[config.mk]
export PLATFORM = sky130hd
export DESIGN_NAME = palette_index_bit_packer
export DESIGN_NICKNAME = d
export VERILOG_FILES = /design/src/rtl/pib_pkg.sv /design/src/rtl/pib_queue.sv /design/src/rtl/pib_front.sv /design/src/rtl/pib_back.sv /design/src/rtl/palette_index_bit_packer.sv
export SDC_FILE = /design/constraint.sdc
export NUM_CORES = 1
export LEC_CHECK = 0
export ABC_AREA = 1
export BUFFER_PORTS_ARGS = -buffer_cell sky130_fd_sc_hd__buf_2
export CAP_MARGIN = 20
export CORE_ASPECT_RATIO = 1.5
export CORE_MARGIN = 3
export CORE_UTILIZATION = 30
export CTS_BUF_LIST = sky130_fd_sc_hd__clkbuf_2 sky130_fd_sc_hd__clkbuf_4 sky130_fd_sc_hd__clkbuf_8
export CTS_CLUSTER_SIZE = 16
export DETAILED_ROUTE_END_ITERATION = 12
export MAX_ROUTING_LAYER = met4
export SYNTH_ARGS = -nofsm -noshare
export SYNTH_HDL_FRONTEND = slang
export SYNTH_SLANG_ARGS = --single-unit
[constraint.sdc]
create_clock -name clk -period 3.8 [get_ports clk]
set_clock_uncertainty 0.2 [all_clocks]
set_input_delay 0.57 -clock clk [delete_from_list [all_inputs] [get_ports clk]]
set_output_delay 0.57 -clock clk [all_outputs]
set_load 0.01 [all_outputs]
[src/rtl/pib_pkg.sv]
`default_nettype none
// ----------------------------------------------------------------------------
// Palette index bit packer package
// Shared constants, the front-to-back operation type and the entry width
// function.
// ----------------------------------------------------------------------------
package pib_pkg;

	localparam int unsigned SECTION_BLOCKS_DEF = 4096;
	localparam int unsigned WORD_BITS_DEF      = 64;
	localparam int unsigned MIN_ENTRY_BITS_DEF = 4;

	localparam int unsigned WORD_BITS_MAX = 64;
	localparam int unsigned PCOUNT_W      = 13;
	localparam int unsigned INDEX_W       = 12;
	localparam int unsigned EWIDTH_W      = 4;
	localparam int unsigned OFFSET_W      = $clog2(WORD_BITS_MAX);
	localparam int unsigned QUEUE_DEPTH   = 4;
	localparam logic [PCOUNT_W-1:0] PCOUNT_RESET = PCOUNT_W'(2);

	typedef struct packed {
		logic [INDEX_W-1:0]  entry;
		logic [OFFSET_W-1:0] offset;
		logic                emit;
		logic                last;
	} op_t;

	function automatic logic [EWIDTH_W-1:0] entry_width(
		input logic [PCOUNT_W-1:0] count,
		input int unsigned         min_bits
	);
		logic [4:0] n;
		n = 5'd0;
		for (int i = 0; i < 16; i++) begin
			if ((17'd1 << i) < {4'b0000, count}) begin
				n = n + 5'd1;
			end
		end
		if (n < 5'(min_bits)) begin
			n = 5'(min_bits);
		end
		return n[EWIDTH_W-1:0];
	endfunction

endpackage
`default_nettype wire

[src/rtl/pib_queue.sv]
`default_nettype none
// ----------------------------------------------------------------------------
// Palette index bit packer operation queue
// Small register FIFO that decouples the front from the back.
// ----------------------------------------------------------------------------
module pib_queue #(
	parameter int unsigned DATA_W = 8
) (
	input  wire logic              clk,
	input  wire logic              arst_n,
	input  wire logic              push,
	input  wire logic [DATA_W-1:0] push_data,
	output logic                   full,
	input  wire logic              pop,
	output logic                   not_empty,
	output logic [DATA_W-1:0]      pop_data
);

	localparam int unsigned DEPTH = pib_pkg::QUEUE_DEPTH;
	localparam int unsigned PTR_W = $clog2(DEPTH);
	localparam int unsigned CNT_W = $clog2(DEPTH + 1);

	logic [DATA_W-1:0] slots_q [DEPTH];
	logic [PTR_W-1:0]  wr_ptr_q;
	logic [PTR_W-1:0]  rd_ptr_q;
	logic [CNT_W-1:0]  count_q;

	assign full      = (count_q == CNT_W'(DEPTH));
	assign not_empty = (count_q != '0);
	assign pop_data  = slots_q[rd_ptr_q];

	always_ff @(posedge clk) begin
		if (push) begin
			slots_q[wr_ptr_q] <= push_data;
		end
	end

	always_ff @(posedge clk or negedge arst_n) begin
		if (!arst_n) begin
			wr_ptr_q <= '0;
			rd_ptr_q <= '0;
			count_q  <= '0;
		end else begin
			if (push) begin
				wr_ptr_q <= wr_ptr_q + PTR_W'(1);
			end
			if (pop) begin
				rd_ptr_q <= rd_ptr_q + PTR_W'(1);
			end
			if (push && !pop) begin
				count_q <= count_q + CNT_W'(1);
			end else if (pop && !push) begin
				count_q <= count_q - CNT_W'(1);
			end
		end
	end

	a_no_push_full: assert property (@(posedge clk) disable iff (!arst_n)
		push |-> !full) else $error("queue written while full");
	a_no_pop_empty: assert property (@(posedge clk) disable iff (!arst_n)
		pop |-> not_empty) else $error("queue read while empty");
	a_count_bound: assert property (@(posedge clk) disable iff (!arst_n)
		count_q <= CNT_W'(DEPTH)) else $error("queue count out of range");
	a_count_grow: assert property (@(posedge clk) disable iff (!arst_n)
		(push && !pop) |=> count_q == $past(count_q) + CNT_W'(1))
		else $error("queue count did not follow a write");

endmodule
`default_nettype wire

[src/rtl/pib_front.sv]
`default_nettype none
// ----------------------------------------------------------------------------
// Palette index bit packer front
// Accepts palette indices, masks them to the entry width and classifies each
// item by bit offset, word end and section end.
// ----------------------------------------------------------------------------
module pib_front #(
	parameter int unsigned SECTION_BLOCKS = pib_pkg::SECTION_BLOCKS_DEF,
	parameter int unsigned WORD_BITS      = pib_pkg::WORD_BITS_DEF,
	parameter int unsigned MIN_ENTRY_BITS = pib_pkg::MIN_ENTRY_BITS_DEF
) (
	input  wire logic                         clk,
	input  wire logic                         arst_n,
	input  wire logic                         cfg_write,
	input  wire logic [pib_pkg::PCOUNT_W-1:0] palette_count,
	input  wire logic                         in_valid,
	output logic                              in_stall,
	input  wire logic [pib_pkg::INDEX_W-1:0]  palette_index,
	input  wire logic                         queue_full,
	output logic                              push,
	output pib_pkg::op_t                      push_op
);

	localparam int unsigned OFF_W = $clog2(WORD_BITS);
	localparam int unsigned SUM_W = OFF_W + 1;
	localparam int unsigned CNT_W = $clog2(SECTION_BLOCKS);

	logic [pib_pkg::EWIDTH_W-1:0] width_q;
	logic [OFF_W-1:0]             off_q;
	logic [CNT_W-1:0]             blocks_q;
	logic [pib_pkg::INDEX_W-1:0]  entry;
	logic [SUM_W-1:0]             next_off;
	logic                         word_full;
	logic                         section_end;

	always_comb begin
		for (int i = 0; i < pib_pkg::INDEX_W; i++) begin
			entry[i] = palette_index[i] & (pib_pkg::EWIDTH_W'(i) < width_q);
		end
	end

	assign next_off    = SUM_W'(off_q) + SUM_W'(width_q);
	assign word_full   = (next_off + SUM_W'(width_q)) > SUM_W'(WORD_BITS);
	assign section_end = (blocks_q == CNT_W'(SECTION_BLOCKS - 1));

	assign in_stall       = queue_full;
	assign push           = in_valid && !queue_full;
	assign push_op.entry  = entry;
	assign push_op.offset = pib_pkg::OFFSET_W'(off_q);
	assign push_op.emit   = word_full || section_end;
	assign push_op.last   = section_end;

	always_ff @(posedge clk or negedge arst_n) begin
		if (!arst_n) begin
			width_q  <= pib_pkg::entry_width(pib_pkg::PCOUNT_RESET, MIN_ENTRY_BITS);
			off_q    <= '0;
			blocks_q <= '0;
		end else if (cfg_write) begin
			width_q  <= pib_pkg::entry_width(palette_count, MIN_ENTRY_BITS);
			off_q    <= '0;
			blocks_q <= '0;
		end else if (push) begin
			off_q    <= push_op.emit ? '0 : next_off[OFF_W-1:0];
			blocks_q <= section_end ? '0 : blocks_q + CNT_W'(1);
		end
	end

endmodule
`default_nettype wire

[src/rtl/pib_back.sv]
`default_nettype none
// ----------------------------------------------------------------------------
// Palette index bit packer back
// Merges queued entries into the word accumulator and hands full words, and the
// final word of each section, to the output register.
// ----------------------------------------------------------------------------
module pib_back #(
	parameter int unsigned WORD_BITS = pib_pkg::WORD_BITS_DEF
) (
	input  wire logic                 clk,
	input  wire logic                 arst_n,
	input  wire logic                 cfg_write,
	input  wire logic                 not_empty,
	input  wire pib_pkg::op_t         pop_op,
	output logic                      pop,
	output logic                      out_valid,
	input  wire logic                 out_stall,
	output logic [WORD_BITS-1:0]      packed_word,
	output logic                      last_word
);

	logic [WORD_BITS-1:0] acc_q;
	logic [WORD_BITS-1:0] packed_word_q;
	logic                 last_word_q;
	logic                 out_valid_q;
	logic [WORD_BITS-1:0] merged;
	logic                 out_free;
	logic                 load;

	assign merged   = acc_q | (WORD_BITS'(pop_op.entry) << pop_op.offset);
	assign out_free = !out_valid_q || !out_stall;
	assign pop      = not_empty && (!pop_op.emit || out_free);
	assign load     = pop && pop_op.emit;

	assign out_valid   = out_valid_q;
	assign packed_word = packed_word_q;
	assign last_word   = last_word_q;

	always_ff @(posedge clk) begin
		if (load) begin
			packed_word_q <= merged;
			last_word_q   <= pop_op.last;
		end
	end

	always_ff @(posedge clk or negedge arst_n) begin
		if (!arst_n) begin
			acc_q       <= '0;
			out_valid_q <= 1'b0;
		end else begin
			if (cfg_write || load) begin
				acc_q <= '0;
			end else if (pop) begin
				acc_q <= merged;
			end
			if (load) begin
				out_valid_q <= 1'b1;
			end else if (!out_stall) begin
				out_valid_q <= 1'b0;
			end
		end
	end

endmodule
`default_nettype wire

[src/rtl/palette_index_bit_packer.sv]
`default_nettype none
// ----------------------------------------------------------------------------
// Palette index bit packer
// Packs a section's palette indices into fixed-width words, first entry at
// bit zero, with the final word of each section padded and marked last.
// ----------------------------------------------------------------------------
// The block takes one palette index per cycle and keeps that rate as long as
// the output side is not stalled. The item that completes a result word is
// classified and written into a four-deep queue in the accept cycle; when it
// reaches the queue head, the back end merges it with the accumulator and
// registers the word for output. The entry width follows the palette count
// and is updated by a write on the configuration channel, which also starts a
// new section; write it only while no items are in flight.
module palette_index_bit_packer #(
	parameter int unsigned SECTION_BLOCKS = pib_pkg::SECTION_BLOCKS_DEF,
	parameter int unsigned WORD_BITS      = pib_pkg::WORD_BITS_DEF,
	parameter int unsigned MIN_ENTRY_BITS = pib_pkg::MIN_ENTRY_BITS_DEF
) (
	input  wire logic                         clk,
	input  wire logic                         arst_n,
	input  wire logic                         cfg_valid,
	output logic                              cfg_ready,
	input  wire logic [pib_pkg::PCOUNT_W-1:0] palette_count,
	input  wire logic                         in_valid,
	output logic                              in_stall,
	input  wire logic [pib_pkg::INDEX_W-1:0]  palette_index,
	output logic                              out_valid,
	input  wire logic                         out_stall,
	output logic [WORD_BITS-1:0]              packed_word,
	output logic                              last_word
);

	localparam int unsigned OP_W = $bits(pib_pkg::op_t);

	logic         cfg_write;
	logic         push;
	pib_pkg::op_t push_op;
	logic         queue_full;
	logic         pop;
	logic         not_empty;
	pib_pkg::op_t pop_op;

	assign cfg_ready = 1'b1;
	assign cfg_write = cfg_valid && cfg_ready;

	pib_front #(
		.SECTION_BLOCKS(SECTION_BLOCKS),
		.WORD_BITS(WORD_BITS),
		.MIN_ENTRY_BITS(MIN_ENTRY_BITS)
	) u_front (
		.clk(clk),
		.arst_n(arst_n),
		.cfg_write(cfg_write),
		.palette_count(palette_count),
		.in_valid(in_valid),
		.in_stall(in_stall),
		.palette_index(palette_index),
		.queue_full(queue_full),
		.push(push),
		.push_op(push_op)
	);

	pib_queue #(
		.DATA_W(OP_W)
	) u_queue (
		.clk(clk),
		.arst_n(arst_n),
		.push(push),
		.push_data(push_op),
		.full(queue_full),
		.pop(pop),
		.not_empty(not_empty),
		.pop_data(pop_op)
	);

	pib_back #(
		.WORD_BITS(WORD_BITS)
	) u_back (
		.clk(clk),
		.arst_n(arst_n),
		.cfg_write(cfg_write),
		.not_empty(not_empty),
		.pop_op(pop_op),
		.pop(pop),
		.out_valid(out_valid),
		.out_stall(out_stall),
		.packed_word(packed_word),
		.last_word(last_word)
	);

endmodule
`default_nettype wire
==> flow_metrics.env <==
export IMPL_power_leakage_nw=7.04
export IMPL_dp_cells=2063
export IMPL_ctsLongestPathBuffers=3
export IMPL_grt_first_pass_wirelength_um=47400
export IMPL_global_route_overflow_total=0
export IMPL_worst_slack_ns=-2.29
export IMPL_worst_setup_path_end_kind="flip-flop"
export IMPL_crit_type="primary input to flip-flop"
export IMPL_viasPerCell=4.67
export IMPL_worstHoldPathType="primary input to flip-flop"
export IMPL_cell_row_count=90
export IMPL_hold_violations=0
export IMPL_layoutNonFillerInstCount=2157
export IMPL_cts_tree="done"
export IMPL_max_cap_violations=0
export IMPL_min_period_ns=6.09
export IMPL_synthesis_nets=1458
export IMPL_ys_warnings_count=0
export IMPL_gpl_final_weighted_congestion=0.916
export IMPL_antenna_left=0
export IMPL_vertical_die_dimension_um=254
export IMPL_max_stage_delay_ns=0.32
export IMPL_num_nets_final=1681
export IMPL_worstPathMaxFanout=3
export IMPL_outcome="finished with violations"
export IMPL_die_area_sq_mm=0.0435
export IMPL_ys_seq_elements=239
export IMPL_layout_cells_most_common="sky130_fd_sc_hd__nand2_1"
export IMPL_drt_drc_violations_left=0
export IMPL_report_power_total_mw=12.5
export IMPL_detailroute_via_count=10100
export IMPL_failed_checks="setup timing"
export IMPL_tritoncts_buffers=35
export IMPL_grt_start_max_net_pins=46
export IMPL_initial_utilization_pct=30.5
export IMPL_via_count_of_the_first_global_routing_pass=10100
export IMPL_gate_count_after_technology_mapping=1400
export IMPL_required_ns=4.00
export IMPL_grt_total_usage_pct=13.7
export IMPL_setup_repair_after_global_routing_missed_its_margin="yes"
export IMPL_place_hpwl_um=21200
export IMPL_leading_area_contributor_after_synthesis="sky130_fd_sc_hd__edfxtp_1"
export IMPL_avgRoutedWirePerCell_um=13.4
export IMPL_synth_seq_area_share_pct=54.6
export IMPL_drive_above_1_share_pct=23.6
export IMPL_grt_antenna_before_repair=2
export IMPL_max_slew_violation_total_from_the_final_report=0
export IMPL_max_slew_margin_rel_pct=43.1
export IMPL_synthDominantCellAreaShare_pct=35.4
export IMPL_top_achievable_clock_speed_mhz=164
export IMPL_clkSinkCount=239
export IMPL_postRouteWirelength_um=28900
export IMPL_clk_latency_ns=0.53
export IMPL_cellPowerDensity_mw_per_mm2=818
export IMPL_ctsRootBufferMaster="sky130_fd_sc_hd__clkbuf_8"
export IMPL_chipWidth_um=171
export IMPL_clk_transition_reported_paths_ns=0.06
export IMPL_port_buffers=96
export IMPL_crit_arrival_ns=6.29
export IMPL_synthToLayoutAreaGrowth_pct=24.1
export IMPL_final_cycle_share_pct=160
export IMPL_core_region_area_sq_mm=0.0403
export IMPL_synth_cell_type_count=48
export IMPL_worst_setup_path_start_kind="primary input"
export IMPL_drt_pre_antenna_iters=7
export IMPL_yosys_top_cells_area="sky130_fd_sc_hd__edfxtp_1 35%, sky130_fd_sc_hd__dfrtp_1 19%, sky130_fd_sc_hd__nand2_1 10%"
export IMPL_setup_viol=4
export IMPL_utilization_pct=37.8
export IMPL_worst_slew_pin_transition_ns=0.853
export IMPL_cpMaxStageDelayCell="sky130_fd_sc_hd__ha_1"
export IMPL_synthesized_cell_area_sq_mm=0.0123
export IMPL_commonest_cells_after_routing_fill_and_taps_aside="321 x sky130_fd_sc_hd__nand2_1, 187 x sky130_fd_sc_hd__inv_1, 145 x sky130_fd_sc_hd__edfxtp_1, 136 x sky130_fd_sc_hd__buf_4, 121 x sky130_fd_sc_hd__o21ai_0"
export IMPL_vdd_drop_max_mv=0.399
export IMPL_synthesized_area_per_cell_sq_um=8.77
export IMPL_ios=98
export IMPL_htreeDepth=2
export IMPL_detail_route_iter0_violations=482
## worst paths after layout
| kind | from | to | slack [ns] | depth (start not counted) |
|---|---|---|---|---|
| max in group asynchronous | arst_n | u_front.width_q[2]$_DFFE_PN1P_ | 2.12 | 3 |
| min reg2reg | u_back.acc_q[40]$_DFFE_PN0P_ | u_back.acc_q[40]$_DFFE_PN0P_ | 0.30 | 2 |
| min in group asynchronous | arst_n | u_back.acc_q[13]$_DFFE_PN0P_ | 0.41 | 2 |
| max | palette_count[11] | u_front.width_q[0]$_DFFE_PN0P_ | -2.29 | 47 |
| min | out_stall | u_back.out_valid$_DFFE_PN0P_ | 0.13 | 3 |
| max reg2reg | u_queue.rd_ptr_q[0]$_DFFE_PN0P_ | u_back.acc_q[0]$_DFFE_PN0P_ | 0.27 | 11 |
## Yosys cell counts, drive strengths merged
| library cell | number |
|---|---|
| a211oi | 3 |
| a21boi | 3 |
| a21oi | 79 |
| a221o | 6 |
| a221oi | 1 |
| a22o | 2 |
| a31oi | 8 |
| a32o | 18 |
| a32oi | 7 |
| buf | 11 |
| clkbuf | 37 |
| clkinv | 3 |
| conb | 1 |
| dfrtp | 93 |
| dfstp | 1 |
| edfxtp | 145 |
| fa | 3 |
| ha | 25 |
| inv | 198 |
| mux2 | 1 |
| nand2 | 361 |
| nand3 | 70 |
| nand3b | 3 |
| nand4 | 6 |
| nor2 | 125 |
| nor3 | 11 |
| nor4 | 2 |
| o2111ai | 1 |
| o211ai | 2 |
| o21ai | 131 |
| o21bai | 1 |
| o22ai | 8 |
| o31ai | 3 |
| o32ai | 1 |
| or2 | 12 |
| xnor2 | 6 |
| xor2 | 12 |
## cells by family after synthesis
group	count (synthesis)	share of synthesized area (%)
buf+inv	249	7.76
flops	239	54.6
compound gates	274	13.0
mux	1	0.0917
xor+xnor	18	1.28
fa+ha+maj	28	3.04
other cells	1	0.0305
simple gates	590	20.2
## flip-flops by register name (all words and copies together) (netlist names)
signal	cells
u_front.blocks_q	12
u_queue.wr_ptr_q	2
u_back.packed_word	64
u_queue.rd_ptr_q	2
u_back.last_word	1
u_back.out_valid	1
u_back.acc_q	64
u_front.off_q	6
u_queue.count_q	3
u_front.width_q	4
u_queue.slots_q	80
## worst max-delay path, delay by kind of cell
kind	cells	cell delay [ns]
xor gates and xnor gates	2	0.26
AOI/OAI and AO/OA	5	0.42
adders and majority gates	8	2.03
and+or+nand+nor	24	2.56
buffers and inverters	8	0.48
## layer usage
layer / track usage, % / share of wire [%] / vias up
met5: - / 0 / -
met2: 26.0 / 54 / 194
met1: 13.9 / 38 / 4715
met4: 6.37 / 4.3 / 0
met3: 1.65 / 3.3 / 70
li1: - / - / 5096
## repair_timing
action | in CTS | in global routing
buffers inserted | 25 | 3
gates resized for setup | 23 | 44
setup endpoints to repair | 4 | 36
hold buffers | 1 | 0
pin swaps | 12 | 18
hold endpoints to repair | 43 | 0
## area by class of cell
| type | instances | area [sq um] |
|---|---|---|
| fill | 4063 | 25100 |
| sequential | 239 | 6710 |
| multi-input combinational | 912 | 4860 |
| timing repair buffer | 234 | 1600 |
| inverter | 201 | 754 |
| tap | 506 | 633 |
| clock buffer | 49 | 612 |
| clock inverter | 14 | 72.6 |
| antenna | 2 | 5.00 |
## per-stage QoR
stage	hold slack [ns]	setup TNS (ns)	worst slack (ns)	cell area, sq um
2_1_floorplan	0.0744	-9.90	-2.56	12300
3_3_place_gp	0.270	-11.37	-2.88	14100
3_5_place_dp	0.280	-11.86	-3.00	14100
4_1_cts	0.112	-8.93	-2.28	15100
5_1_grt	0.144	-12.34	-2.64	15200
6_report	0.132	-8.94	-2.29	15200
## where the power goes
| group | switching (mW) | internal, mW | total, mW |
|---|---|---|---|
| combinational | 4.17 | 1.95 | 6.12 |
| clock | 0.946 | 1.05 | 2.00 |
| sequential | 0.316 | 4.04 | 4.36 |
| total | 5.43 | 7.04 | 12.5 |
(Power assumes the default switching activity.)
